[src/design/pgrp_pkg.sv]
package pgrp_pkg;

	localparam int FIELD_BITS    = 32;
	localparam int CNT_BITS      = 32;
	localparam int TIMEOUT_BITS  = 16;
	localparam int SHIFT_BITS    = 3;
	localparam int CFG_IDX_BITS  = 1;
	localparam int CFG_DATA_BITS = 16;

	localparam logic [TIMEOUT_BITS-1:0] RESET_TIMEOUT = 16'd2000;
	localparam logic [SHIFT_BITS-1:0]   RESET_SHIFT   = 3'd3;

	localparam logic [CFG_IDX_BITS-1:0] REG_TIMEOUT   = 1'b0;
	localparam logic [CFG_IDX_BITS-1:0] REG_TOL_SHIFT = 1'b1;

	localparam logic OP_PULSE = 1'b0;
	localparam logic OP_TICK  = 1'b1;

	typedef enum logic [1:0] {
		F_IDLE,
		F_CALC,
		F_APPLY
	} front_state_t;

	typedef enum logic [1:0] {
		B_IDLE,
		B_DIV,
		B_DONE
	} back_state_t;

	typedef struct packed {
		logic [FIELD_BITS-1:0] start_time;
		logic [FIELD_BITS-1:0] end_time;
		logic [CNT_BITS-1:0]   pulses;
		logic                  timeout;
	} group_rec_t;

endpackage

[src/design/pgrp_fifo.sv]
module pgrp_fifo #(
	parameter int WIDTH = 8,
	parameter int DEPTH = 2
) (
	input  logic             clk,
	input  logic             arst_n,
	input  logic             push,
	input  logic [WIDTH-1:0] wdata,
	input  logic             pop,
	output logic [WIDTH-1:0] rdata,
	output logic             full,
	output logic             empty
);

	localparam int PTR_W = (DEPTH > 1) ? $clog2(DEPTH) : 1;
	localparam int CNT_W = $clog2(DEPTH + 1);

	logic [WIDTH-1:0] mem_q [DEPTH];
	logic [PTR_W-1:0] wr_ptr_q;
	logic [PTR_W-1:0] rd_ptr_q;
	logic [CNT_W-1:0] cnt_q;

	assign full  = (cnt_q == CNT_W'(DEPTH));
	assign empty = (cnt_q == '0);
	assign rdata = mem_q[rd_ptr_q];

	always_ff @(posedge clk) begin
		if (push) begin
			mem_q[wr_ptr_q] <= wdata;
		end
	end

	always_ff @(posedge clk or negedge arst_n) begin
		if (!arst_n) begin
			wr_ptr_q <= '0;
			rd_ptr_q <= '0;
			cnt_q    <= '0;
		end else begin
			if (push) begin
				wr_ptr_q <= (wr_ptr_q == PTR_W'(DEPTH - 1)) ? '0 : wr_ptr_q + 1'b1;
			end
			if (pop) begin
				rd_ptr_q <= (rd_ptr_q == PTR_W'(DEPTH - 1)) ? '0 : rd_ptr_q + 1'b1;
			end
			if (push && !pop) begin
				cnt_q <= cnt_q + 1'b1;
			end else if (pop && !push) begin
				cnt_q <= cnt_q - 1'b1;
			end
		end
	end

	assert property (@(posedge clk) disable iff (!arst_n) push |-> !full)
		else $error("item pushed into full queue");
	assert property (@(posedge clk) disable iff (!arst_n) pop |-> !empty)
		else $error("item popped from empty queue");
	assert property (@(posedge clk) disable iff (!arst_n)
		(push && !pop) |=> (cnt_q == $past(cnt_q) + 1'b1))
		else $error("queue fill count out of step");

endmodule

[src/design/pgrp_front.sv]
module pgrp_front #(
	parameter int TIME_BITS = 32
) (
	input  logic                                clk,
	input  logic                                arst_n,
	input  logic                                in_valid,
	output logic                                in_ready,
	input  logic                                op,
	input  logic [pgrp_pkg::FIELD_BITS-1:0]     time_ms,
	input  logic                                cfg_we,
	input  logic [pgrp_pkg::CFG_IDX_BITS-1:0]   cfg_idx,
	input  logic [pgrp_pkg::CFG_DATA_BITS-1:0]  cfg_wdata,
	input  logic                                full,
	output logic                                push,
	output pgrp_pkg::group_rec_t                rec,
	output logic [TIME_BITS-1:0]                ptot
);

	import pgrp_pkg::*;

	front_state_t state_q;
	front_state_t state_d;

	logic [TIMEOUT_BITS-1:0] timeout_q;
	logic [SHIFT_BITS-1:0]   shift_q;

	logic                 op_q;
	logic [TIME_BITS-1:0] t_q;
	logic [TIME_BITS-1:0] period_q;
	logic [TIME_BITS-1:0] tol_q;
	logic                 idle_q;

	logic                 in_group_q;
	logic [TIME_BITS-1:0] first_q;
	logic [TIME_BITS-1:0] last_q;
	logic [TIME_BITS-1:0] act_q;
	logic [TIME_BITS-1:0] prev_q;
	logic [CNT_BITS-1:0]  pulses_q;
	logic [TIME_BITS-1:0] ptot_q;

	logic [TIME_BITS-1:0] timeout_ext;
	logic [TIME_BITS-1:0] period_c;
	logic [TIME_BITS-1:0] elapsed_c;
	logic [TIME_BITS-1:0] tol_c;
	logic [TIME_BITS-1:0] diff_c;
	logic [TIME_BITS:0]   sum_c;
	logic                 mismatch_c;
	logic                 multi_c;
	logic                 close_tick_c;
	logic                 emit_c;
	logic                 accept;

	assign timeout_ext = TIME_BITS'(timeout_q);
	assign period_c    = t_q - last_q;
	assign elapsed_c   = t_q - act_q;
	assign tol_c       = (prev_q != '0) ? (prev_q >> shift_q) : timeout_ext;

	assign diff_c     = (period_q > prev_q) ? (period_q - prev_q) : (prev_q - period_q);
	assign mismatch_c = (diff_c > tol_q);
	assign sum_c      = {1'b0, ptot_q} + {1'b0, period_q};
	assign multi_c    = (pulses_q > CNT_BITS'(1));

	assign close_tick_c = (op_q == OP_TICK) && in_group_q && idle_q;
	assign emit_c = multi_c && (close_tick_c ||
		((op_q == OP_PULSE) && in_group_q && mismatch_c));

	always_comb begin
		state_d = state_q;
		case (state_q)
			F_IDLE: begin
				if (accept) begin
					state_d = F_CALC;
				end
			end
			F_CALC:  state_d = F_APPLY;
			F_APPLY: state_d = F_IDLE;
			default: state_d = F_IDLE;
		endcase
	end

	always_comb begin
		in_ready        = (state_q == F_IDLE) && !full;
		accept          = in_valid && in_ready;
		push            = (state_q == F_APPLY) && emit_c;
		rec.start_time  = FIELD_BITS'(first_q);
		rec.end_time    = FIELD_BITS'(last_q);
		rec.pulses      = pulses_q;
		rec.timeout     = (op_q == OP_TICK);
		ptot            = ptot_q;
	end

	always_ff @(posedge clk) begin
		if (accept) begin
			op_q <= op;
			t_q  <= TIME_BITS'(time_ms);
		end
		if (state_q == F_CALC) begin
			period_q <= period_c;
			tol_q    <= tol_c;
			idle_q   <= (elapsed_c >= timeout_ext);
		end
	end

	always_ff @(posedge clk or negedge arst_n) begin
		if (!arst_n) begin
			state_q   <= F_IDLE;
			timeout_q <= RESET_TIMEOUT;
			shift_q   <= RESET_SHIFT;
		end else begin
			state_q <= state_d;
			if (cfg_we) begin
				case (cfg_idx)
					REG_TIMEOUT:   timeout_q <= TIMEOUT_BITS'(cfg_wdata);
					REG_TOL_SHIFT: shift_q   <= cfg_wdata[SHIFT_BITS-1:0];
					default: ;
				endcase
			end
		end
	end

	always_ff @(posedge clk or negedge arst_n) begin
		if (!arst_n) begin
			in_group_q <= 1'b0;
			first_q    <= '0;
			last_q     <= '0;
			act_q      <= '0;
			prev_q     <= '0;
			pulses_q   <= '0;
			ptot_q     <= '0;
		end else if (state_q == F_APPLY) begin
			if (op_q == OP_TICK) begin
				if (close_tick_c) begin
					in_group_q <= 1'b0;
					first_q    <= '0;
					last_q     <= '0;
					prev_q     <= '0;
					pulses_q   <= '0;
					ptot_q     <= '0;
				end
			end else if (!in_group_q) begin
				act_q      <= t_q;
				in_group_q <= 1'b1;
				first_q    <= t_q;
				last_q     <= t_q;
				prev_q     <= '0;
				pulses_q   <= CNT_BITS'(1);
				ptot_q     <= '0;
			end else begin
				act_q  <= t_q;
				prev_q <= period_q;
				last_q <= t_q;
				if (mismatch_c) begin
					first_q  <= last_q;
					pulses_q <= CNT_BITS'(2);
					ptot_q   <= period_q;
				end else begin
					if (pulses_q != '1) begin
						pulses_q <= pulses_q + 1'b1;
					end
					ptot_q <= sum_c[TIME_BITS] ? '1 : sum_c[TIME_BITS-1:0];
				end
			end
		end
	end

	assert property (@(posedge clk) disable iff (!arst_n)
		!in_group_q |-> (pulses_q == '0 && ptot_q == '0 && prev_q == '0))
		else $error("closed group left state behind");
	assert property (@(posedge clk) disable iff (!arst_n) in_group_q |-> (pulses_q != '0))
		else $error("open group with no pulse");
	assert property (@(posedge clk) disable iff (!arst_n)
		(state_q == F_APPLY) |-> ($past(state_q) == F_CALC))
		else $error("apply without calculation");

endmodule

[src/design/pgrp_back.sv]
module pgrp_back #(
	parameter int TIME_BITS = 32
) (
	input  logic                             clk,
	input  logic                             arst_n,
	input  logic                             fifo_valid,
	input  pgrp_pkg::group_rec_t             rec_in,
	input  logic [TIME_BITS-1:0]             ptot_in,
	output logic                             pop,
	output logic                             out_valid,
	input  logic                             out_ready,
	output logic [pgrp_pkg::FIELD_BITS-1:0]  start_time,
	output logic [pgrp_pkg::FIELD_BITS-1:0]  end_time,
	output logic [pgrp_pkg::FIELD_BITS-1:0]  group_pulses,
	output logic [pgrp_pkg::FIELD_BITS-1:0]  average_period,
	output logic                             closed_by_timeout
);

	import pgrp_pkg::*;

	localparam int STEP_W = $clog2(TIME_BITS + 1);

	back_state_t state_q;
	back_state_t state_d;

	group_rec_t           rec_q;
	logic [CNT_BITS-1:0]  div_q;
	logic [CNT_BITS-1:0]  rem_q;
	logic [TIME_BITS-1:0] quo_q;
	logic [STEP_W-1:0]    step_q;

	logic                  out_valid_q;
	group_rec_t            out_rec_q;
	logic [FIELD_BITS-1:0] avg_q;

	logic [CNT_BITS:0]   rem_sh;
	logic                ge;
	logic [CNT_BITS-1:0] rem_next;
	logic                load_out;

	assign rem_sh   = {rem_q, quo_q[TIME_BITS-1]};
	assign ge       = (rem_sh >= {1'b0, div_q});
	assign rem_next = ge ? CNT_BITS'(rem_sh - {1'b0, div_q}) : CNT_BITS'(rem_sh);

	always_comb begin
		state_d = state_q;
		case (state_q)
			B_IDLE: begin
				if (fifo_valid) begin
					state_d = B_DIV;
				end
			end
			B_DIV: begin
				if (step_q == STEP_W'(1)) begin
					state_d = B_DONE;
				end
			end
			B_DONE: begin
				if (load_out) begin
					state_d = B_IDLE;
				end
			end
			default: state_d = B_IDLE;
		endcase
	end

	always_comb begin
		pop               = (state_q == B_IDLE) && fifo_valid;
		load_out          = (state_q == B_DONE) && (!out_valid_q || out_ready);
		out_valid         = out_valid_q;
		start_time        = out_rec_q.start_time;
		end_time          = out_rec_q.end_time;
		group_pulses      = out_rec_q.pulses;
		closed_by_timeout = out_rec_q.timeout;
		average_period    = avg_q;
	end

	always_ff @(posedge clk) begin
		if (pop) begin
			rec_q  <= rec_in;
			div_q  <= rec_in.pulses - 1'b1;
			rem_q  <= '0;
			quo_q  <= ptot_in;
			step_q <= STEP_W'(TIME_BITS);
		end else if (state_q == B_DIV) begin
			rem_q  <= rem_next;
			quo_q  <= {quo_q[TIME_BITS-2:0], ge};
			step_q <= step_q - 1'b1;
		end
		if (load_out) begin
			out_rec_q <= rec_q;
			avg_q     <= FIELD_BITS'(quo_q);
		end
	end

	always_ff @(posedge clk or negedge arst_n) begin
		if (!arst_n) begin
			state_q     <= B_IDLE;
			out_valid_q <= 1'b0;
		end else begin
			state_q <= state_d;
			if (load_out) begin
				out_valid_q <= 1'b1;
			end else if (out_ready) begin
				out_valid_q <= 1'b0;
			end
		end
	end

	assert property (@(posedge clk) disable iff (!arst_n) (state_q == B_DIV) |-> (div_q != '0))
		else $error("divide by zero");
	assert property (@(posedge clk) disable iff (!arst_n) (state_q == B_DIV) |-> (step_q != '0))
		else $error("divider step count ran out");
	assert property (@(posedge clk) disable iff (!arst_n)
		$rose(out_valid_q) |-> ($past(state_q) == B_DONE))
		else $error("result shown before divide finished");

endmodule

[src/design/pulse_train_grouper.sv]
// An item that closes a group passes the front's calc and apply states, the group queue and the back's divider.
// The front handles each item in steps (accept, compute period, update state) and takes no new item until idle again.
// Each emitted group then goes through the bit-serial divider for the average, one group at a time.
// A group queue of QUEUE_DEPTH entries lets the front keep taking items during a divide.
// Reset (arst_n low, asynchronous) clears group state, queue and output valid and
// returns timeout to 2000 ms and tolerance shift to 3.
module pulse_train_grouper #(
	parameter int TIME_BITS   = 32,
	parameter int QUEUE_DEPTH = 2
) (
	input  logic                                clk,
	input  logic                                arst_n,
	input  logic                                in_valid,
	output logic                                in_ready,
	input  logic                                op,
	input  logic [pgrp_pkg::FIELD_BITS-1:0]     time_ms,
	output logic                                out_valid,
	input  logic                                out_ready,
	output logic [pgrp_pkg::FIELD_BITS-1:0]     start_time,
	output logic [pgrp_pkg::FIELD_BITS-1:0]     end_time,
	output logic [pgrp_pkg::FIELD_BITS-1:0]     group_pulses,
	output logic [pgrp_pkg::FIELD_BITS-1:0]     average_period,
	output logic                                closed_by_timeout,
	input  logic                                cfg_we,
	input  logic [pgrp_pkg::CFG_IDX_BITS-1:0]   cfg_idx,
	input  logic [pgrp_pkg::CFG_DATA_BITS-1:0]  cfg_wdata
);

	import pgrp_pkg::*;

	localparam int REC_BITS = $bits(group_rec_t);
	localparam int Q_WIDTH  = REC_BITS + TIME_BITS;

	logic                 push;
	logic                 pop;
	logic                 full;
	logic                 empty;
	group_rec_t           front_rec;
	group_rec_t           back_rec;
	logic [TIME_BITS-1:0] front_ptot;
	logic [TIME_BITS-1:0] back_ptot;
	logic [Q_WIDTH-1:0]   q_wdata;
	logic [Q_WIDTH-1:0]   q_rdata;

	assign q_wdata   = {front_rec, front_ptot};
	assign back_rec  = q_rdata[Q_WIDTH-1:TIME_BITS];
	assign back_ptot = q_rdata[TIME_BITS-1:0];

	pgrp_front #(
		.TIME_BITS(TIME_BITS)
	) u_front (
		.clk       (clk),
		.arst_n    (arst_n),
		.in_valid  (in_valid),
		.in_ready  (in_ready),
		.op        (op),
		.time_ms   (time_ms),
		.cfg_we    (cfg_we),
		.cfg_idx   (cfg_idx),
		.cfg_wdata (cfg_wdata),
		.full      (full),
		.push      (push),
		.rec       (front_rec),
		.ptot      (front_ptot)
	);

	pgrp_fifo #(
		.WIDTH(Q_WIDTH),
		.DEPTH(QUEUE_DEPTH)
	) u_queue (
		.clk    (clk),
		.arst_n (arst_n),
		.push   (push),
		.wdata  (q_wdata),
		.pop    (pop),
		.rdata  (q_rdata),
		.full   (full),
		.empty  (empty)
	);

	pgrp_back #(
		.TIME_BITS(TIME_BITS)
	) u_back (
		.clk               (clk),
		.arst_n            (arst_n),
		.fifo_valid        (!empty),
		.rec_in            (back_rec),
		.ptot_in           (back_ptot),
		.pop               (pop),
		.out_valid         (out_valid),
		.out_ready         (out_ready),
		.start_time        (start_time),
		.end_time          (end_time),
		.group_pulses      (group_pulses),
		.average_period    (average_period),
		.closed_by_timeout (closed_by_timeout)
	);

endmodule

[config.mk]
export PLATFORM = sky130hd
export DESIGN_NAME = pulse_train_grouper
export DESIGN_NICKNAME = d
export VERILOG_FILES = /design/src/design/pgrp_pkg.sv /design/src/design/pgrp_fifo.sv /design/src/design/pgrp_front.sv /design/src/design/pgrp_back.sv /design/src/design/pulse_train_grouper.sv
export SDC_FILE = /design/constraint.sdc
export NUM_CORES = 2
export LEC_CHECK = 0
export ABC_AREA = 1
export CAP_MARGIN = 20
export CORE_MARGIN = 1
export CORE_UTILIZATION = 60
export DETAILED_ROUTE_END_ITERATION = 8
export DONT_BUFFER_PORTS = 1
export PLACE_DENSITY = 0.8
export SYNTH_ARGS = -nofsm -noshare
export SYNTH_HDL_FRONTEND = slang
export SYNTH_HIERARCHICAL = 1
export SYNTH_SLANG_ARGS = --single-unit
[constraint.sdc]
create_clock -name clk -period 19.1 [get_ports clk]
set_clock_uncertainty 0.1 [all_clocks]
set_input_delay 0.955 -clock clk [delete_from_list [all_inputs] [get_ports clk]]
set_output_delay 0.955 -clock clk [all_outputs]
set_load 0.02 [all_outputs]
* Word level (Yosys, flattened, before mapping) *
Memory sizes are Yosys's and may differ from the RTL's.
Cells that the tools add are included.

word-level totals
  memories kept = 1
  bits in writable memories = 258
  register bits = 647
  bits in latches = 0
  input bits = 55
  ROM bits = 0

memories
  memory         words  bits a word  rd ports  clocked after memory_dff  write ports  line             text
  u_queue.mem_q  2      129          1         0                         1            pgrp_fifo.sv:18  logic [WIDTH-1:0] mem_q [DEPTH];

cells by class
  multipliers = 0
  shifts and indexed selects = 1
  muxes and demuxes = 36
  reductions and logical operators = 33
  bitwise operators = 2
  div/mod/pow operators = 0
  magnitude comparators = 5
  eq/ne operators = 14
  add/sub/neg operators = 13

operators by type and width
  kind                                                                      number
  32-bit two-way mux                                                        19
  32-bit subtractor                                                         5
  32-bit > comparator                                                       2
  32-bit by 32-bit adder with 33-bit output                                 1
  33-bit by 32-bit greater-or-equal comparator with 1-bit output            1
  32-bit by 1-bit adder with 32-bit output (second input constant)          1
  32-bit by 16-bit greater-or-equal comparator with 1-bit output            1
  32-bit by 1-bit > comparator with 1-bit output (second input constant)    1
  32-bit inequality test (second input constant)                            1
  32-bit nonzero test                                                       1
  32-bit by 3-bit right shift with 32-bit output                            1
  32-bit by 1-bit subtractor with 32-bit output (second input constant)     1
  16-bit two-way mux                                                        1
  1-bit logical AND                                                         12
  2-bit two-way mux                                                         6
  3-bit AND reduction                                                       3
  1-bit two-way mux                                                         8
  2-bit AND reduction                                                       4
  2-bit == test (second input constant)                                     3
  6-bit by 1-bit == test with 1-bit output (second input constant)          1
  2-bit zero test                                                           3
  2-bit by 1-bit inequality test with 1-bit output (second input constant)  3
  2-bit case mux with 3 select lines                                        1
  2-bit nonzero test                                                        3
  12 further kinds                                                          21

* Longest topological paths before layout *
  depth in word-level cells = 11
  gate-level depth with buffers = 37

* By module *
The synthesis kept the hierarchy.

modules (own cells, without submodules)
  module               times used  cells an instance  area an instance (sq um)
  pgrp_front           1           3583               25575.8
  pgrp_back            1           1361               14422.6
  pgrp_fifo            1           426                9541.7
  pulse_train_grouper  1           1                  3.8

* Worst setup path after synthesis *
OpenSTA, ideal clock, no wires.

  path type = flip-flop to flip-flop
  start = register u_front.period_q[0]
  end = memory u_queue/mem_q[0][0] (netlist name), enable pin
  buffers on the path = 3
  stages on the path, launching flop included = 30
  path slack = 9.175 ns
  arrival time = 9.207 ns
  path through = edfxtp_1 > inv_1 > ha_1 > inv_1 > fa_1 > inv_1 > o21ai_1 > a21oi_2 > o21bai_2 > nand2_1 > nand2_1 > nand2_2 > buf_2 > nand2_1 > nand2_1 > inv_1 > ha_1 > nand2_1 > nor2_2 > nand4_2 > nor4_2 > nand2_1 > nand2_1 > nand2_2 > buf_4 > buf_4 > o21ai_0 > nor3b_2 > inv_1 > nor2_1

on the way
  word-level cells in the longest chain between the ends = 9
  elaborated cells on any way between the ends = 11

ends and longest elaborated chain
  element                                                   line                       text
  start, declared                                           pgrp_front.sv:29           logic [TIME_BITS-1:0] period_q;
  start signal, assigned                                    pgrp_front.sv:98           period_q <= period_c;
  32-bit subtractor or 32-bit > comparator (tied branches)  pgrp_front.sv:58           assign diff_c = (period_q > prev_q) ? (period_q - prev_q) : (prev_q - period_q);
  32-bit two-way mux (*)                                    pgrp_front.sv:58
  32-bit > comparator (*)                                   pgrp_front.sv:59           assign mismatch_c = (diff_c > tol_q);
  1-bit logical AND (*)                                     pgrp_front.sv:65           ((op_q == OP_PULSE) && in_group_q && mismatch_c));
  1-bit logical OR (*)                                      pgrp_front.sv:64           assign emit_c = multi_c && (close_tick_c ||
  1-bit logical AND (*)                                     pgrp_front.sv:64
  1-bit logical AND (*)                                     pgrp_front.sv:84           push = (state_q == F_APPLY) && emit_c;
  named net push                                            pulse_train_grouper.sv:34  logic push;
  1-bit two-way mux (*)                                     pgrp_fifo.sv:28            if (push) begin
  1-bit two-way mux (implied by the code) (*)               pgrp_fifo.sv:29            mem_q[wr_ptr_q] <= wdata;
  end, declared                                             pgrp_fifo.sv:18

Mark *: on every way through the listed nets, which the timed path passes. The rest lies on a longest branch.

* Worst setup path after layout *
  start = register u_front.period_q[2]
  end = memory u_queue/mem_q[1][77] (netlist name), enable pin

Same word-level chain as after synthesis.

==> metrics.log <==
INFO  metric outcome = finished, final reports clean
INFO  metric grt_pass1_wl = 226000 um
INFO  metric layout-area-overhead-vs-synth = 8.01%
INFO  metric critPathMaxStageDelay = 710 ps
INFO  metric synth_top_area_cell = edfxtp_1
INFO  metric syn-instance-count = 5371
INFO  metric critical_path_class = flip-flop to flip-flop
INFO  metric gr-usage-all-layers = 36.5%
INFO  metric number_of_nets_produced_by_synthesis = 5676
INFO  metric timing.final.hold_violations = 0
INFO  metric critical_path.n_buffers_inverters = 5
INFO  metric syn_area = 49500 sq um
INFO  metric worst_pin_slew = 1300 ps
INFO  metric async_flop_share = 24.4%
INFO  metric totalWireLength = 152000 um
INFO  metric number_of_ports_placed_on_the_die_boundary = 186
INFO  metric finish.utilization = 65.4%
INFO  metric detailedPlace.worstSlack = 12050 ps
INFO  metric global_route.overflow_total = 0
INFO  metric part_of_the_yosys_area_used_for_sequential_elements = 51.9%
INFO  metric grt_max_degree = 214
INFO  metric reg2reg_slack = 11970 ps
INFO  metric finish.cell_count_without_fillers = 6508
INFO  metric drt_iter0_markers = 4019
INFO  metric sequential_cell_area = 25700 sq um
INFO  metric ir_worst_vdd = 0.000251 V
INFO  metric initial_core_util = 60.5%
INFO  metric cell_leakage_power = 23.2 nW
INFO  metric synthesis.area_per_instance = 9.22 sq um
INFO  metric ys_ff_latch = 905
INFO  metric timing.max_slew.rel_slack = 13.0%
INFO  metric placed_cells_incl_taps = 6331
INFO  metric detailed_place_hpwl = 115000 um
INFO  metric nNetsFinal = 5661
INFO  metric cts_inserted_buffers = 91
INFO  metric clock_tree_from_tritoncts = yes
INFO  metric ctsHtreeMaxLevel = 3
INFO  metric placeableCoreArea = 81800 sq um
INFO  metric critPathMaxFanout = 76
INFO  metric post_layout_min_period = 7130 ps
INFO  metric drive_above_1_share = 8.43%
INFO  metric synth.top_cells.by_count = nand2_1 (1427), inv_1 (680), edfxtp_1 (646)
INFO  metric critical_path.reg2reg.startpoint = u_front/period_q[2]$_DFFE_PN_
INFO  metric number_of_global_route_vias_before_repair = 37200
INFO  metric num-fill-cells = 6446
INFO  metric min_period_over_period = 37.3%
INFO  metric largest_cells_by_area_after_synthesis = edfxtp_1 (39%), nand2_1 (11%), dfrtp_1 (11%)
INFO  metric post_synth_edffs = 646
INFO  metric die_w = 289 um
INFO  metric portBuffers = 0
INFO  metric worst_ep_arrival_time = 7330 ps
INFO  metric p_total = 11.0 mW
INFO  metric multi_input_gate_area_in_the_final_layout = 20400 sq um
INFO  metric routed-via-count = 38300
INFO  metric fin_tns_setup = 0 ps
INFO  metric post-route-worst-setup-slack = 11970 ps
INFO  metric timing.max_cap.violations = 0
INFO  metric cp_slowest_cell = buf_4
INFO  metric clockPowerShare = 16.8%
INFO  metric clk_transition_reported_paths = 60 ps
INFO  metric floorplan.die.height = 289 um
INFO  metric first_pass_iters = 7
INFO  metric ys_types = 67
INFO  metric min_path_type = input pin to async pin
INFO  metric share_comb_of_total_power = 54.6%
INFO  metric std_cell_rows = 105
INFO  metric ctsLongestPathBuffers = 3
INFO  metric timing.critical_path.max_delay_family = simple AND/OR/NAND/NOR gates
INFO  metric net_switching_power = 5.35 mW
INFO  metric setup_violations = 0
INFO  metric critical_path.reg2reg.endpoint = u_queue/mem_q[1][77]$_DFFE_PP_
INFO  metric top_register = u_queue/mem_q
INFO  metric place_congestion = 1.04
INFO  metric timing_max_transition_violations_final = 0
INFO  metric rsz0062_at_grt = false
INFO  metric detail_route.vias_per_cell = 5.89
INFO  metric clk-insertion-delay-late = 690 ps
INFO  metric postSynth.topFlopCell = edfxtp_1
INFO  metric power_frac_seq = 28.6%
INFO  metric largest_register_ffs = 258
INFO  metric drt.antenna.violating_nets = 0
INFO  metric synth_warnings = 6
INFO  metric clock-sinks = 905
INFO  metric drc_errors = 0
INFO  metric achievable-frequency = 140 MHz
INFO  metric cpMostUsedCell = nand2_1
INFO  metric layout_top_registers = u_queue/mem_q (258), u_back/rec_q (97)
INFO  metric p_sw_share = 48.8%
INFO  metric synth_top_area_share = 39.2%
INFO  metric intPower = 5.61 mW
INFO  metric post_cts.resized_instances = 0
INFO  metric clk_root_buffer_cell = clkbuf_16
INFO  metric worstSetupStartpointType = flip-flop
INFO  metric critical_path_cell_count = 26
INFO  metric antenna_found_initial = 5
INFO  metric timing.critical_path.required = 19300 ps
INFO  metric synth_most_common_cell = nand2_1
INFO  metric reg2reg_depth = 26
INFO  metric power-per-cell-area = 205 nW/um^2
INFO  metric dieArea = 83700 sq um
INFO  metric drt-wirelength-per-cell = 23.4 um
INFO  metric critical_path.endpoint_type = flip-flop
## metal layers
metal / vias to the layer above / GRT usage, % / part of all wire, %
li1: 17900 / - / -
met1: 18400 / 49.8 / 42
met2: 1786 / 57.9 / 46
met3: 294 / 6.87 / 8.2
met4: 2 / 13.9 / 3.9
met5: - / 0 / 0.0085
## worst max path at each step
stage                                                end                          start
after floorplan            u_queue/mem_q[0][0]$_DFFE_PP_  u_front/period_q[0]$_DFFE_PN_
after detailed placement  u_queue/mem_q[1][85]$_DFFE_PP_  u_front/period_q[2]$_DFFE_PN_
after global placement    u_queue/mem_q[1][78]$_DFFE_PP_  u_front/period_q[2]$_DFFE_PN_
after global routing      u_queue/mem_q[1][77]$_DFFE_PP_  u_front/period_q[0]$_DFFE_PN_
after CTS                 u_queue/mem_q[1][86]$_DFFE_PP_  u_front/period_q[2]$_DFFE_PN_
final                     u_queue/mem_q[1][77]$_DFFE_PP_  u_front/period_q[2]$_DFFE_PN_
## placed cells by master (no fill, tap or decap), drive strengths merged, types with 117 or more instances in the layout
| cell | n |
|---|---|
| a21oi | 255 |
| clkbuf | 117 |
| dfrtp | 213 |
| edfxtp | 646 |
| ha | 244 |
| inv | 720 |
| mux2 | 129 |
| nand2 | 1451 |
| nand3 | 268 |
| nor2 | 377 |
| o21ai | 335 |
| xor2 | 129 |
## power by group through the flow
stage          logic, mW  registers (mW)  clock network, mW
2_1_floorplan       4.13            3.00                  0
3_3_place_gp        5.74            3.13                  0
3_5_place_dp        5.77            3.16                  0
4_1_cts             5.84            3.13               1.87
5_1_grt             6.54            3.17               1.93
6_report            5.98            3.14               1.84
## worst reg2reg max path: stages, from the launching register on
cell	delay (ps)
edfxtp_1	440
inv_1	70
ha_1	460
nand2_1	130
o21ai_1	300
a21oi_2	190
o21bai_2	220
nand2_1	80
nand2_1	80
nand2_2	380
inv_2	640
nand2_1	120
nand2_1	80
inv_1	40
ha_1	280
nand2_1	90
nor2_2	140
nand4_2	130
nor4_2	270
nand2_1	100
nand2_1	80
nand2_2	50
o21ai_0	120
nor3b_2	520
nand2_1	220
inv_6	620
buf_4	730
## cells by family after synthesis
group | after synthesis | share of synthesized area, %
muxes | 154 | 3.44
adders and majority gates | 250 | 6.40
DFF | 905 | 51.9
and+or+nand+nor | 2310 | 19.9
buffers and inverters | 851 | 6.99
AOI/OAI and AO/OA | 720 | 8.16
xor gates and xnor gates | 181 | 3.20
## repair_timing
action / 4_1_cts / 5_1_grt
endpoints found under the setup margin: 0 / 0
endpoints found under the hold margin: 213 / 0
buffers inserted: 0 / 0
hold buffers: 2 / 0
## layout make-up
| type | instances | area share, % |
|---|---|---|
| clock buffers | 117 | 4.62 |
| repair buffers | 26 | 0.407 |
| multi-input cells | 3615 | 38.2 |
| inverters | 717 | 5.05 |
| flip-flops and latches | 905 | 48.0 |
| clock inverters | 54 | 1.19 |
| diodes | 4 | 0.0187 |
| well taps | 1070 | 2.50 |
## metrics by stage
stage / hold slack [ps] / area, sq um
global placement: 301 / 50300
global route: 239 / 53500
CTS: 228 / 53500
floorplan: 300 / 49500
detailed placement: 305 / 50400
finish: 213 / 53500
Power figures use the tool's default switching activity.
